File: src/rtl/mmriw_pkg.sv
// ----------------------------------------------------------------------------
// mmriw_pkg
// Shared types, constants and the control store of the masked odometer walker.
// ----------------------------------------------------------------------------
package mmriw_pkg;

  // Walk geometry
  localparam int MAX_DIM      = 16;
  localparam int PLAYER_COUNT = 2;
  localparam int NUM_DIGITS   = 1 + 2 * PLAYER_COUNT;
  localparam int DIGIT_W      = 4;
  localparam int SIZE_W       = 5;
  localparam int PTR_W        = $clog2(NUM_DIGITS);
  localparam int INDEX_W      = 20;
  localparam int ST_INDEX_W   = 12;

  // Largest usable digit range
  localparam logic [SIZE_W-1:0] DIM_CAP = SIZE_W'((MAX_DIM < 16) ? MAX_DIM : 16);

  // Register map (word index on the configuration port)
  localparam int ADDR_W = 5;
  localparam logic [2:0] REG_DIM_SIZES  = 3'd0;
  localparam logic [2:0] REG_STATE_SEL  = 3'd1;
  localparam logic [2:0] REG_ACTION_SEL = 3'd2;
  localparam logic [2:0] REG_TYPE_SEL   = 3'd3;
  localparam logic [2:0] REG_MARG_SEL   = 3'd4;

  typedef logic [DIGIT_W-1:0]                   digit_t;
  typedef logic [NUM_DIGITS-1:0][DIGIT_W-1:0]   digit_vec_t;
  typedef logic [NUM_DIGITS-1:0][SIZE_W-1:0]    size_vec_t;

  // Walk status from the digit unit to the sequencer
  typedef struct packed {
    size_vec_t  sizes;
    digit_vec_t first;
    digit_vec_t advanced;
    logic       has_succ;
  } walk_info_t;

  // Micro-operations
  localparam logic [2:0] OP_FIRST   = 3'd0;
  localparam logic [2:0] OP_CLEAR   = 3'd1;
  localparam logic [2:0] OP_MAC     = 3'd2;
  localparam logic [2:0] OP_TEST    = 3'd3;
  localparam logic [2:0] OP_ADVANCE = 3'd4;
  localparam logic [2:0] OP_FINISH  = 3'd5;

  // Jump conditions
  localparam logic [1:0] JMP_NEVER  = 2'd0;
  localparam logic [1:0] JMP_ALWAYS = 2'd1;
  localparam logic [1:0] JMP_MORE   = 2'd2;
  localparam logic [1:0] JMP_DONE   = 2'd3;

  // Program addresses
  localparam logic [2:0] STEP_RESTART = 3'd0;
  localparam logic [2:0] STEP_SEEK    = 3'd1;
  localparam logic [2:0] STEP_MAC     = 3'd2;
  localparam logic [2:0] STEP_TEST    = 3'd3;
  localparam logic [2:0] STEP_ADVANCE = 3'd4;
  localparam logic [2:0] STEP_FINISH  = 3'd5;

  typedef struct packed {
    logic [2:0] op;
    logic [1:0] cond;
    logic [2:0] target;
  } uword_t;

  // Control store
  function automatic uword_t ucode(input logic [2:0] addr);
    uword_t w;
    case (addr)
      STEP_RESTART: w = '{op: OP_FIRST,   cond: JMP_NEVER,  target: STEP_SEEK};
      STEP_SEEK:    w = '{op: OP_CLEAR,   cond: JMP_NEVER,  target: STEP_MAC};
      STEP_MAC:     w = '{op: OP_MAC,     cond: JMP_MORE,   target: STEP_MAC};
      STEP_TEST:    w = '{op: OP_TEST,    cond: JMP_DONE,   target: STEP_FINISH};
      STEP_ADVANCE: w = '{op: OP_ADVANCE, cond: JMP_ALWAYS, target: STEP_SEEK};
      default:      w = '{op: OP_FINISH,  cond: JMP_NEVER,  target: STEP_FINISH};
    endcase
    return w;
  endfunction

endpackage

File: src/rtl/mmriw_if.sv
// ----------------------------------------------------------------------------
// mmriw channel interfaces
// Command and response channels with valid/ready handshake.
// ----------------------------------------------------------------------------
interface mmriw_cmd_if;
  logic                               valid;
  logic                               ready;
  logic                               func;
  logic [mmriw_pkg::INDEX_W-1:0]      target_index;

  modport source (output valid, func, target_index, input ready);
  modport sink   (input valid, func, target_index, output ready);
endinterface

interface mmriw_rsp_if;
  logic                               valid;
  logic                               ready;
  logic                               matched;
  logic                               exhausted;
  logic [mmriw_pkg::INDEX_W-1:0]      full_index;
  logic [mmriw_pkg::INDEX_W-1:0]      marginal_index;
  logic [mmriw_pkg::ST_INDEX_W-1:0]   state_type_index;
  logic [mmriw_pkg::DIGIT_W-1:0]      state_value;
  logic [mmriw_pkg::DIGIT_W-1:0]      action_zero;
  logic [mmriw_pkg::DIGIT_W-1:0]      action_one;
  logic [mmriw_pkg::DIGIT_W-1:0]      type_zero;
  logic [mmriw_pkg::DIGIT_W-1:0]      type_one;

  modport source (output valid, matched, exhausted, full_index, marginal_index,
                  state_type_index, state_value, action_zero, action_one,
                  type_zero, type_one, input ready);
  modport sink   (input valid, matched, exhausted, full_index, marginal_index,
                  state_type_index, state_value, action_zero, action_one,
                  type_zero, type_one, output ready);
endinterface

File: src/rtl/mmriw_digit_unit.sv
// ----------------------------------------------------------------------------
// mmriw_digit_unit
// Per-digit sizes and masks, first allowed values, and the odometer step.
// ----------------------------------------------------------------------------
module mmriw_digit_unit (
  input  mmriw_pkg::digit_vec_t                        digits,
  input  logic [mmriw_pkg::NUM_DIGITS*mmriw_pkg::SIZE_W-1:0] dimension_sizes,
  input  logic [15:0]                                  state_select,
  input  logic [31:0]                                  action_select,
  input  logic [31:0]                                  type_select,
  output mmriw_pkg::walk_info_t                        info
);

  logic [mmriw_pkg::NUM_DIGITS-1:0][15:0] raw_sel;

  // Route each select mask to its digit
  assign raw_sel[0] = state_select;
  assign raw_sel[1] = action_select[15:0];
  assign raw_sel[2] = action_select[31:16];
  assign raw_sel[3] = type_select[15:0];
  assign raw_sel[4] = type_select[31:16];

  always_comb begin
    logic [mmriw_pkg::SIZE_W-1:0]  fld;
    logic [mmriw_pkg::SIZE_W-1:0]  size;
    logic [15:0]                   lim;
    logic [15:0]                   msk;
    logic [15:0]                   above;
    mmriw_pkg::digit_t             first_v;
    mmriw_pkg::digit_t             next_v;
    logic                          carry;
    info  = '0;
    carry = 1'b1;
    for (int i = 0; i < mmriw_pkg::NUM_DIGITS; i++) begin
      // Clamp the size into 1..cap
      fld = dimension_sizes[mmriw_pkg::SIZE_W*i +: mmriw_pkg::SIZE_W];
      if (fld == '0) begin
        size = mmriw_pkg::SIZE_W'(1);
      end else if (fld > mmriw_pkg::DIM_CAP) begin
        size = mmriw_pkg::DIM_CAP;
      end else begin
        size = fld;
      end
      info.sizes[i] = size;

      // Restrict the mask to the size; empty means all
      lim = 16'((17'd1 << size) - 17'd1);
      msk = raw_sel[i] & lim;
      if (msk == '0) begin
        msk = lim;
      end

      // Lowest allowed value, and lowest allowed value above the digit
      above   = msk & (16'hFFFE << digits[i]);
      first_v = '0;
      next_v  = '0;
      for (int v = 15; v >= 0; v--) begin
        if (msk[v]) begin
          first_v = mmriw_pkg::DIGIT_W'(v);
        end
        if (above[v]) begin
          next_v = mmriw_pkg::DIGIT_W'(v);
        end
      end
      info.first[i] = first_v;

      // Odometer carry: lower digits wrap, first digit with room steps
      if (carry && (above != '0)) begin
        info.advanced[i] = next_v;
        carry            = 1'b0;
      end else if (carry) begin
        info.advanced[i] = first_v;
      end else begin
        info.advanced[i] = digits[i];
      end
      if (above != '0) begin
        info.has_succ = 1'b1;
      end
    end
  end

endmodule

File: src/rtl/masked_mixed_radix_index_walker_unit.sv
// ----------------------------------------------------------------------------
// masked_mixed_radix_index_walker_unit
// Masked five-digit odometer with full, marginal and state-type indices.
// ----------------------------------------------------------------------------
// Usage:
//   cmd carries one word per request: func 0 restarts the walker at the first
//   allowed combination, func 1 seeks forward until the full index reaches
//   target_index or the walk runs out. rsp returns one word per request with
//   the match and exhausted flags, the three indices and the five digits.
//   Registers are written over the APB port while the block is idle; the
//   user must keep to this, as the block itself has no check for it.
// Sequencing:
//   A small microprogram drives the three index multiply-accumulates, one
//   digit per cycle. One index pass clears the accumulators, takes the five
//   digits and tests the result; a seek adds an odometer step between
//   passes. One request is in work at a time; cmd is ready whenever the
//   sequencer is idle, also while a finished word still waits in the rsp
//   register.
// Reset and stall:
//   Reset clears the digits, the registers (marginal select to all ones) and
//   both handshakes. A stalled rsp holds its word; a following request then
//   waits at its finish step until the rsp register is free.
// ----------------------------------------------------------------------------
module masked_mixed_radix_index_walker_unit (
  input  logic                            clk,
  input  logic                            rst,
  mmriw_cmd_if.sink                       cmd,
  mmriw_rsp_if.source                     rsp,
  input  logic                            psel,
  input  logic                            penable,
  input  logic                            pwrite,
  input  logic [mmriw_pkg::ADDR_W-1:0]    paddr,
  input  logic [31:0]                     pwdata,
  output logic [31:0]                     prdata,
  output logic                            pready
);

  localparam int NSW = mmriw_pkg::NUM_DIGITS * mmriw_pkg::SIZE_W;
  localparam int IW  = mmriw_pkg::INDEX_W;
  localparam int SW  = mmriw_pkg::ST_INDEX_W;

  // Configuration registers
  logic [NSW-1:0]                  dimension_sizes;
  logic [15:0]                     state_select;
  logic [31:0]                     action_select;
  logic [31:0]                     type_select;
  logic [mmriw_pkg::NUM_DIGITS-1:0] marginal_select;

  // Sequencer and datapath
  logic                            busy;
  logic [2:0]                      step;
  logic [2:0]                      step_next;
  logic                            seek;
  logic [IW-1:0]                   target;
  logic [mmriw_pkg::PTR_W-1:0]     ptr;
  logic [IW-1:0]                   full_acc;
  logic [IW-1:0]                   marg_acc;
  logic [SW-1:0]                   st_acc;
  mmriw_pkg::digit_vec_t           digits;
  mmriw_pkg::walk_info_t           info;
  mmriw_pkg::uword_t               ctrl;
  logic                            jump;
  logic                            out_free;
  logic                            wr_en;

  // Response register
  logic                            rsp_valid;
  logic                            rsp_matched;
  logic                            rsp_exhausted;
  logic [IW-1:0]                   rsp_full;
  logic [IW-1:0]                   rsp_marg;
  logic [SW-1:0]                   rsp_st;
  mmriw_pkg::digit_vec_t           rsp_digits;

  // MAC operands
  mmriw_pkg::digit_t               mac_d;
  logic [mmriw_pkg::SIZE_W-1:0]    mac_s;
  logic [IW+mmriw_pkg::SIZE_W-1:0] full_mac;
  logic [IW+mmriw_pkg::SIZE_W-1:0] marg_mac;
  logic [SW+mmriw_pkg::SIZE_W-1:0] st_mac;
  logic                            st_take;

  mmriw_digit_unit u_digit (
    .digits          (digits),
    .dimension_sizes (dimension_sizes),
    .state_select    (state_select),
    .action_select   (action_select),
    .type_select     (type_select),
    .info            (info)
  );

  // APB access
  assign pready = 1'b1;
  assign wr_en  = psel && penable && pwrite;

  always_comb begin
    case (paddr[4:2])
      mmriw_pkg::REG_DIM_SIZES:  prdata = 32'(dimension_sizes);
      mmriw_pkg::REG_STATE_SEL:  prdata = 32'(state_select);
      mmriw_pkg::REG_ACTION_SEL: prdata = action_select;
      mmriw_pkg::REG_TYPE_SEL:   prdata = type_select;
      mmriw_pkg::REG_MARG_SEL:   prdata = 32'(marginal_select);
      default:                   prdata = '0;
    endcase
  end

  // Fetch the control word
  assign ctrl     = mmriw_pkg::ucode(step);
  assign out_free = !rsp_valid || rsp.ready;

  // Resolve the jump condition
  always_comb begin
    case (ctrl.cond)
      mmriw_pkg::JMP_ALWAYS: jump = 1'b1;
      mmriw_pkg::JMP_MORE:   jump = (ptr != '0);
      mmriw_pkg::JMP_DONE:   jump = !seek || (full_acc >= target) || !info.has_succ;
      default:               jump = 1'b0;
    endcase
    step_next = jump ? ctrl.target : step + 3'd1;
  end

  // One digit of the index accumulation
  assign mac_d    = digits[ptr];
  assign mac_s    = info.sizes[ptr];
  assign full_mac = (IW+mmriw_pkg::SIZE_W)'(full_acc) * (IW+mmriw_pkg::SIZE_W)'(mac_s)
                    + (IW+mmriw_pkg::SIZE_W)'(mac_d);
  assign marg_mac = (IW+mmriw_pkg::SIZE_W)'(marg_acc) * (IW+mmriw_pkg::SIZE_W)'(mac_s)
                    + (IW+mmriw_pkg::SIZE_W)'(mac_d);
  assign st_mac   = (SW+mmriw_pkg::SIZE_W)'(st_acc) * (SW+mmriw_pkg::SIZE_W)'(mac_s)
                    + (SW+mmriw_pkg::SIZE_W)'(mac_d);
  assign st_take  = (ptr == '0) || (ptr > mmriw_pkg::PTR_W'(mmriw_pkg::PLAYER_COUNT));

  // Control state, configuration and digits
  always_ff @(posedge clk) begin
    if (rst) begin
      busy            <= 1'b0;
      step            <= mmriw_pkg::STEP_RESTART;
      rsp_valid       <= 1'b0;
      digits          <= '0;
      dimension_sizes <= '0;
      state_select    <= '0;
      action_select   <= '0;
      type_select     <= '0;
      marginal_select <= '1;
    end else begin
      // Register writes
      if (wr_en) begin
        case (paddr[4:2])
          mmriw_pkg::REG_DIM_SIZES:  dimension_sizes <= pwdata[NSW-1:0];
          mmriw_pkg::REG_STATE_SEL:  state_select    <= pwdata[15:0];
          mmriw_pkg::REG_ACTION_SEL: action_select   <= pwdata;
          mmriw_pkg::REG_TYPE_SEL:   type_select     <= pwdata;
          mmriw_pkg::REG_MARG_SEL:   marginal_select <= pwdata[mmriw_pkg::NUM_DIGITS-1:0];
          default: ;
        endcase
      end

      // Load a finished word, drop a delivered one
      if (busy && (ctrl.op == mmriw_pkg::OP_FINISH) && out_free) begin
        rsp_valid <= 1'b1;
      end else if (rsp_valid && rsp.ready) begin
        rsp_valid <= 1'b0;
      end

      if (!busy) begin
        // Take a new request
        if (cmd.valid) begin
          busy <= 1'b1;
          step <= cmd.func ? mmriw_pkg::STEP_SEEK : mmriw_pkg::STEP_RESTART;
        end
      end else begin
        case (ctrl.op)
          mmriw_pkg::OP_FIRST:   digits <= info.first;
          mmriw_pkg::OP_ADVANCE: digits <= info.advanced;
          mmriw_pkg::OP_FINISH: begin
            if (out_free) begin
              busy <= 1'b0;
            end
          end
          default: ;
        endcase
        // Advance the program, hold at finish
        if (ctrl.op != mmriw_pkg::OP_FINISH) begin
          step <= step_next;
        end
      end
    end
  end

  // Datapath payload
  always_ff @(posedge clk) begin
    if (!busy && cmd.valid) begin
      seek   <= cmd.func;
      target <= cmd.target_index;
    end
    if (busy) begin
      case (ctrl.op)
        mmriw_pkg::OP_CLEAR: begin
          full_acc <= '0;
          marg_acc <= '0;
          st_acc   <= '0;
          ptr      <= mmriw_pkg::PTR_W'(mmriw_pkg::NUM_DIGITS - 1);
        end
        mmriw_pkg::OP_MAC: begin
          full_acc <= full_mac[IW-1:0];
          if (marginal_select[ptr]) begin
            marg_acc <= marg_mac[IW-1:0];
          end
          if (st_take) begin
            st_acc <= st_mac[SW-1:0];
          end
          ptr <= ptr - mmriw_pkg::PTR_W'(1);
        end
        mmriw_pkg::OP_FINISH: begin
          if (out_free) begin
            rsp_matched   <= seek && (full_acc == target);
            rsp_exhausted <= !info.has_succ;
            rsp_full      <= full_acc;
            rsp_marg      <= marg_acc;
            rsp_st        <= st_acc;
            rsp_digits    <= digits;
          end
        end
        default: ;
      endcase
    end
  end

  // Channel outputs
  assign cmd.ready            = !busy;
  assign rsp.valid            = rsp_valid;
  assign rsp.matched          = rsp_matched;
  assign rsp.exhausted        = rsp_exhausted;
  assign rsp.full_index       = rsp_full;
  assign rsp.marginal_index   = rsp_marg;
  assign rsp.state_type_index = rsp_st;
  assign rsp.state_value      = rsp_digits[0];
  assign rsp.action_zero      = rsp_digits[1];
  assign rsp.action_one       = rsp_digits[2];
  assign rsp.type_zero        = rsp_digits[3];
  assign rsp.type_one         = rsp_digits[4];

`ifndef NO_ASSERTIONS
  // An odometer step only runs when a successor exists
  a_adv_has_succ: assert property (@(posedge clk) disable iff (rst)
    (busy && (ctrl.op == mmriw_pkg::OP_ADVANCE)) |-> info.has_succ)
    else $error("advance issued with no successor");

  // An accepted request starts the sequencer
  a_accept_busy: assert property (@(posedge clk) disable iff (rst)
    (cmd.valid && cmd.ready) |=> busy)
    else $error("sequencer idle after accept");

  // A response appears only out of the finish step
  a_rsp_from_finish: assert property (@(posedge clk) disable iff (rst)
    $rose(rsp_valid) |-> $past(busy && (ctrl.op == mmriw_pkg::OP_FINISH)))
    else $error("response raised outside finish step");
`endif

endmodule

File: src/flat_wrapper.sv
// flat-port wrapper written by rule: the top's interface ports become plain ports
module masked_mixed_radix_index_walker_unit_flat 
  (clk, rst, psel, penable, pwrite, paddr, pwdata, prdata, pready, cmd_valid, cmd_func, cmd_target_index, cmd_ready, rsp_valid, rsp_matched, rsp_exhausted, rsp_full_index, rsp_marginal_index, rsp_state_type_index, rsp_state_value, rsp_action_zero, rsp_action_one, rsp_type_zero, rsp_type_one, rsp_ready);
  mmriw_cmd_if cmd_i ();
  mmriw_rsp_if rsp_i ();
  input  logic clk;
  input  logic rst;
  input  logic psel;
  input  logic penable;
  input  logic pwrite;
  input  logic [mmriw_pkg::ADDR_W-1:0] paddr;
  input  logic [31:0] pwdata;
  output logic [31:0] prdata;
  output logic pready;
  input wire logic [$bits(cmd_i.valid)-1:0] cmd_valid;
  input wire logic [$bits(cmd_i.func)-1:0] cmd_func;
  input wire logic [$bits(cmd_i.target_index)-1:0] cmd_target_index;
  output wire logic [$bits(cmd_i.ready)-1:0] cmd_ready;
  output wire logic [$bits(rsp_i.valid)-1:0] rsp_valid;
  output wire logic [$bits(rsp_i.matched)-1:0] rsp_matched;
  output wire logic [$bits(rsp_i.exhausted)-1:0] rsp_exhausted;
  output wire logic [$bits(rsp_i.full_index)-1:0] rsp_full_index;
  output wire logic [$bits(rsp_i.marginal_index)-1:0] rsp_marginal_index;
  output wire logic [$bits(rsp_i.state_type_index)-1:0] rsp_state_type_index;
  output wire logic [$bits(rsp_i.state_value)-1:0] rsp_state_value;
  output wire logic [$bits(rsp_i.action_zero)-1:0] rsp_action_zero;
  output wire logic [$bits(rsp_i.action_one)-1:0] rsp_action_one;
  output wire logic [$bits(rsp_i.type_zero)-1:0] rsp_type_zero;
  output wire logic [$bits(rsp_i.type_one)-1:0] rsp_type_one;
  input wire logic [$bits(rsp_i.ready)-1:0] rsp_ready;
  assign cmd_i.valid = cmd_valid;
  assign cmd_i.func = cmd_func;
  assign cmd_i.target_index = cmd_target_index;
  assign cmd_ready = cmd_i.ready;
  assign rsp_valid = rsp_i.valid;
  assign rsp_matched = rsp_i.matched;
  assign rsp_exhausted = rsp_i.exhausted;
  assign rsp_full_index = rsp_i.full_index;
  assign rsp_marginal_index = rsp_i.marginal_index;
  assign rsp_state_type_index = rsp_i.state_type_index;
  assign rsp_state_value = rsp_i.state_value;
  assign rsp_action_zero = rsp_i.action_zero;
  assign rsp_action_one = rsp_i.action_one;
  assign rsp_type_zero = rsp_i.type_zero;
  assign rsp_type_one = rsp_i.type_one;
  assign rsp_i.ready = rsp_ready;
  masked_mixed_radix_index_walker_unit u_core (.clk(clk), .rst(rst), .cmd(cmd_i), .rsp(rsp_i), .psel(psel), .penable(penable), .pwrite(pwrite), .paddr(paddr), .pwdata(pwdata), .prdata(prdata), .pready(pready));
endmodule
File: config.mk
export PLATFORM = sky130hd
export DESIGN_NAME = masked_mixed_radix_index_walker_unit_flat
export DESIGN_NICKNAME = d
export VERILOG_FILES = /design/src/rtl/mmriw_pkg.sv /design/src/rtl/mmriw_if.sv /design/src/rtl/mmriw_digit_unit.sv /design/src/rtl/masked_mixed_radix_index_walker_unit.sv /design/src/flat_wrapper.sv
export SDC_FILE = /design/constraint.sdc
export NUM_CORES = 1
export LEC_CHECK = 0
export BUFFER_PORTS_ARGS = -buffer_cell sky130_fd_sc_hd__buf_2
export CAP_MARGIN = 20
export CORE_MARGIN = 4
export CORE_UTILIZATION = 40
export CTS_BUF_LIST = sky130_fd_sc_hd__clkbuf_2
export CTS_CLUSTER_DIAMETER = 80
export DETAILED_ROUTE_END_ITERATION = 6
export PLACE_DENSITY = 0.68
export SLEW_MARGIN = 25
export SYNTH_ARGS = -nofsm -noshare
export SYNTH_HDL_FRONTEND = slang
export SYNTH_SLANG_ARGS = --single-unit
File: constraint.sdc
create_clock -name clk -period 14.89 [get_ports clk]
set_clock_uncertainty 0.15 [all_clocks]
set_input_delay 1.489 -clock clk [delete_from_list [all_inputs] [get_ports clk]]
set_output_delay 1.489 -clock clk [all_outputs]
set_load 0.1 [all_outputs]
After elaboration in Yosys (flattened, before gate mapping):

Index checks and enable logic that the tools add are counted.

* equal/unequal tests: 24
* add/subtract/negate cells: 10
* reductions and logical operators: 58
* bitwise logic cells: 10
* multipliers: 3
* shift-type cells: 10
* muxes and demuxes: 220
* $lt $le $gt $ge: 8

Operators with widths (count)
* 4-bit 2-to-1 mux: 170
* 16-bit bitwise AND: 10
* 32-bit one-hot mux with 5 select lines: 1
* 20-bit one-hot mux with 2 select lines: 3
* 16-bit zero test: 5
* 16-bit 2-to-1 mux: 5
* 16-bit nonzero test: 5
* 1-bit by 5-bit << shifter with 16-bit output (first input constant): 5
* 16-bit by 4-bit << shifter with 16-bit output (first input constant): 5
* 16-bit by 1-bit subtractor with 16-bit output (second input constant): 5
* 5-bit 2-to-1 mux: 11
* 20-bit by 4-bit adder with 20-bit output: 2
* 20-bit by 5-bit multiplier with 20-bit output: 2
* 8-bit one-hot mux with 5 select lines: 1
* 5-bit greater-than comparator (second input constant): 5
* 5-bit zero test: 5
* 12-bit one-hot mux with 2 select lines: 1
* 3-bit AND reduction: 7
* 20-bit == test: 1
* 20-bit >= comparator: 1
* 20-bit 2-to-1 mux: 1
* 1-bit 2-to-1 mux: 17
* 2-bit AND reduction: 8
* 5-bit binary-select mux with 3-bit select: 1
* 26 further kinds: 66

* logic and storage cells: 372
* input bits: 65
* bits in registers: 285
* output and inout bits: 109

Logic depth before layout (Yosys ltp):

* word-level depth: 27
* mapped depth: 27
* gate-level depth less buffers: 24

Cells and area by module:

From an unflattened synthesis, not the netlist that was laid out.

* cells, all modules: 3124
* area total of the unflattened synthesis: 25823.5 µm²

By module, submodules not included
* masked_mixed_radix_index_walker_unit: area each 18999.5 µm², times used 1, cells an instance 1964
* mmriw_digit_unit: area each 6824.0 µm², times used 1, cells an instance 1160

Least setup slack after synthesis:

OpenSTA, ideal clock, no wires.

* path type: register -> register
* from: reg u_core.ptr[0] in the netlist's numbering
* to: reg u_core.full_acc[19] (data pin)
* period minus slack after synthesis: 6021 ps
* cell stages (with the launch flop): 24
* data arrival time: 5603 ps
* setup slack: 8869 ps
* cells stage by stage: edfxtp_1 -> clkbuf_1 -> clkbuf_1 -> nand3_1 -> o311ai_0 -> a32o_1 -> clkbuf_1 -> clkbuf_1 -> nand2_1 -> fa_1 -> fa_1 -> fa_1 -> inv_1 -> ha_1 -> a21oi_1 -> o21bai_1 -> a21oi_1 -> nor2b_1 -> o21a_1 -> o31a_1 -> o41ai_1 -> o2111ai_1 -> a21oi_1 -> nor3b_1

* cells in the longest elaborated chain, start to end: 5

RTL lines
* start, declared: line masked_mixed_radix_index_walker_unit.sv:55 `logic [mmriw_pkg::PTR_W-1:0] ptr;`
* start signal, assigned: line masked_mixed_radix_index_walker_unit.sv:202 `ptr <= mmriw_pkg::PTR_W'(mmriw_pkg::NUM_DIGITS - 1);`
* start signal, assigned: line masked_mixed_radix_index_walker_unit.sv:212 `ptr <= ptr - mmriw_pkg::PTR_W'(1);`
* 5-bit binary-select mux with 3-bit select: line masked_mixed_radix_index_walker_unit.sv:124 `assign mac_s = info.sizes[ptr];`
* 5-bit 2-to-1 mux (implied by the code): line masked_mixed_radix_index_walker_unit.sv:124
* 20-bit by 5-bit multiplier with 20-bit output: line masked_mixed_radix_index_walker_unit.sv:125 `assign full_mac = (IW+mmriw_pkg::SIZE_W)'(full_acc) * (IW+mmriw_pkg::SIZE_W)'(mac_s)`
* 20-bit by 4-bit adder with 20-bit output (*): line masked_mixed_radix_index_walker_unit.sv:126 `+ (IW+mmriw_pkg::SIZE_W)'(mac_d);`
* 20-bit one-hot mux with 2 select lines (*): line masked_mixed_radix_index_walker_unit.sv:197 `case (ctrl.op)`
* end signal, assigned: line masked_mixed_radix_index_walker_unit.sv:205 `full_acc <= full_mac[IW-1:0];`
* end, declared: line masked_mixed_radix_index_walker_unit.sv:56 `logic [IW-1:0] full_acc;`

Mark *: on every way between the ends. The rest lies on a longest branch, timed or not. The select of a mux whose other input is x is not followed.
A chain may end at the register's enable or synchronous reset.

Final worst setup path:

Same ends and word-level chain as after synthesis.

==> metrics.md <==
| Metric | Value |
|---|---|
| Result of the run | completed |
| Number of levels the H-tree was split into | 3 |
| Average detailed-routed wire length per instance | 20.31 um |
| Leakage power summed over all cells | 11.56 nW |
| Clock Path Buffers | 3 |
| Async set or reset register ratio after synthesis | 0% |
| GPL Wtd Cong | 0.9522 |
| Prevailing post-synth register cell | sky130_fd_sc_hd__edfxtp_1 |
| WP data arrival | 8.08 ns |
| Worst-skew pair later-pin latency | 1.14 ns |
| Max-Slew Margin vs Limit | 26.03% |
| Clock tree from TritonCTS | yes |
| Fin. max-slew vios | 0 |
| Final Worst Setup Slack | 7.465 ns |
| Number of antenna violations at the first check in global routing | 4 |
| Hold Path Class | reg2reg |
| Fraction of the cycle the final worst path needs | 49.87% |
| Setup slack on the worst flop-to-flop path | 7.46 ns |
| Synthesis-to-finish area growth | 8.565% |
| Number of buffers added on ports | 170 |
| Post-route worst hold slack | 0.3527 ns |
| Share of the synthesized area in the top cell type | 17.39% |
| Top-level port count | 174 |
| First-pass iteration count of the detailed router | 6 |
| Biggest area contributors in the synthesized netlist | sky130_fd_sc_hd__edfxtp_1 17%, sky130_fd_sc_hd__dfxtp_1 10%, sky130_fd_sc_hd__fa_1 9.7% |
| Cell-by-cell trace of the critical path | clkinv_1 > o311ai_0 > a32o_2 > buf_4 > nand2_1 > fa_1 > fa_1 > fa_1 > inv_1 > ha_1 > a21oi_1 > o21bai_1 > a21oi_1 > nor2b_1 > o21a_1 > o31a_1 > o41ai_1 > o2111ai_1 > a21oi_1 > nor3b_1 |
| Number of remaining DRC errors | 0 |
| Largest delay share family, worst path | compound AO/OA/AOI/OAI gates |
| Syn_area_per_cell | 8.339 um^2 |
| Clock root buffer | sky130_fd_sc_hd__clkbuf_2 |
| Half-perimeter wire length of the detailed placement result | 60910 um |
| PD cells | 64.07 nW/um^2 |
| Number of enable-type register cells in the synthesized netlist | 150 |
| Required arrival time at the worst endpoint | 15.55 ns |
| Wire length of the first global-routing pass | 132100 um |
| Most numerous cell in the Yosys netlist | sky130_fd_sc_hd__nand2_1 |
| RSZ-0062 raised after global routing | no |
| Peak supply drop | 0.04308 mV |
| Inserted Clock Buffers | 84 |
| Slowest cell on crit path | sky130_fd_sc_hd__edfxtp_1 |
| Most instantiated cells after synthesis | 483 x sky130_fd_sc_hd__nand2_1, 241 x sky130_fd_sc_hd__a21oi_1, 226 x sky130_fd_sc_hd__inv_1 |
| Largest net degree at the start of global routing | 95 |
| Cts-stage hold buffer count | 0 |
| Clock transition at the register clock pins on the worst setup and hold paths after CTS | 0.11 ns |
| Largest incremental delay on the critical path | 0.91 ns |
| Number of nets at the end of the flow | 3542 |
| Setup total negative slack | 0 ns |
| Maximum fanout count along the critical path | 43 |
| Area of the die | 68890 um^2 |
| Antenna-violating nets left | 0 |
| Total overflow reported by the global router | 0 |
| # clock sinks | 285 |
| Sequential area share after synthesis | 27.83% |
| Measured slew at the worst slew-check pin | 1.098 ns |
| CP startpoint kind | register |
| Count of buffering cells on the critical path with inverters included | 3 |
| Vias per cell | 5.868 |
| Total global routing track utilization | 23.63% |
| Total number of yosys warnings | 0 |
| Post-placement setup slack | 7.530 ns |
| Core box area | 64230 um^2 |
| Total via count after detailed routing | 24300 |
| Post-CTS sizing | 0 |
| Flops & latches, synth | 285 |
| Max-cap violations | 0 |
| Summed instance area of the synthesized netlist | 25900 um^2 |
| Initial Util | 40.32% |
| Upper clock frequency limit | 134.7 MHz |
| Initial detailed-routing violation count | 2491 |
| Die X | 262.5 um |
| Post-CTS Setup Inserts | 0 |
| Count of endpoints failing hold in the final timing report | 0 |
| Crit Path Category | reg2reg |
| Post-synth top area cell | sky130_fd_sc_hd__edfxtp_1 |
| Number of global-route vias before repair | 23480 |
| Synthesized instance count | 3106 |
| Fraction of final layout cells sized beyond drive strength 1 | 14.12% |
| Capturing element type of the critical path | register |
| Final Critical Period | 7.425 ns |
| Total routed wirelength | 84090 um |
| Number of distinct standard cells referenced by the synthesized netlist | 122 |
| Height of the chip | 262.5 um |
| Row count | 93 |
| Final number of setup-violating endpoints | 0 |
worst paths after layout:
check	from	end	cells past startpoint
max reg2reg	u_core.ptr[0]	u_core.full_acc[19]	20
max	u_core.ptr[0]	u_core.full_acc[19]	20
min	u_core.st_acc[11]	u_core.rsp.state_type_index[11]	0
min reg2reg	u_core.st_acc[11]	u_core.rsp.state_type_index[11]	0
cell usage in the layout, fill, tap and decap left out, types with 44 or more instances in the layout:
master,synthesis,final
sky130_fd_sc_hd__nor2_1,182,179
sky130_fd_sc_hd__o21ai_0,158,157
sky130_fd_sc_hd__fa_1,126,126
sky130_fd_sc_hd__clkbuf_2,0,116
sky130_fd_sc_hd__nand2_1,483,483
sky130_fd_sc_hd__ha_1,132,132
sky130_fd_sc_hd__xnor2_1,49,49
sky130_fd_sc_hd__a21oi_1,241,241
sky130_fd_sc_hd__nand3_1,59,57
sky130_fd_sc_hd__inv_1,226,226
sky130_fd_sc_hd__dfxtp_1,135,135
sky130_fd_sc_hd__and2_1,100,100
sky130_fd_sc_hd__nor2b_1,86,85
sky130_fd_sc_hd__buf_2,32,169
sky130_fd_sc_hd__edfxtp_1,150,150
sky130_fd_sc_hd__nor3_1,44,44
cell families (layout without fill, tap and decap cells):
family,after synthesis,after routing,share of synthesized area (%)
AOI/OAI and AO/OA,867,867,22.51
DFF,285,285,27.83
other,1,13,0.01448
adders and majority gates,258,258,16.12
muxes,53,53,2.807
buffers and inverters,410,578,6.285
and+or+nand+nor,1164,1164,22.14
xor gates and xnor gates,68,68,2.300
per-stage QoR:
step	cells	total power [mW]	utilization [%]	area (um^2)
3_3_place_gp	3988	1.220	42.64	27390
3_5_place_dp	3988	1.223	42.65	27390
4_1_cts	4134	1.823	43.75	28100
5_1_grt	4141	1.898	43.78	28120
6_report	4141	1.802	43.78	28120
2_1_floorplan	3111	1.123	-	25920
state kept, by name, summed over array words and instances, names as in the netlist, 3 cells and up:
name and count:
u_core.rsp.action_zero 4, u_core.marg_acc 20, u_core.rsp.marginal_index 20, u_core.action_select 32, u_core.digits 20, u_core.ptr 3, u_core.rsp.type_zero 4, u_core.rsp.state_value 4
u_core.full_acc 20, u_core.rsp.action_one 4, u_core.marginal_select 5, u_core.type_select 32, u_core.step 3, u_core.state_select 16, u_core.st_acc 12, u_core.dimension_sizes 25
u_core.rsp.type_one 4, u_core.rsp.state_type_index 12, u_core.target 20, u_core.rsp.full_index 20
per-layer routing:
| metal | vias up | global-route usage, % | wire length, um |
|---|---|---|---|
| met3 | 146 | 5.739 | 8240 |
| met2 | 1124 | 37.47 | 37990 |
| met4 | 2 | 7.330 | 2308 |
| met5 | - | 0 | 8 |
| li1 | 11320 | - | - |
| met1 | 11710 | 32.03 | 35550 |
area by class of cell:
cell class	count	area, um^2
Antenna cell	7	17.52
Multi-Input combinational cell	2416	17150
Timing Repair Buffer	204	1109
Clock inverter	30	127.6
Tap cell	855	1070
Sequential cell	285	7207
Fill cell	6550	36110
Inverter	228	855.8
Clock buffer	116	580.6
power breakdown:
part | leakage [nW] | switching (mW) | internal [mW]
combinational | 8.52 | 0.209 | 0.105
clock | 0.557 | 0.379 | 0.212
sequential | 2.48 | 0.0474 | 0.849
total | 11.6 | 0.635 | 1.17
(Power assumes the default switching activity.)
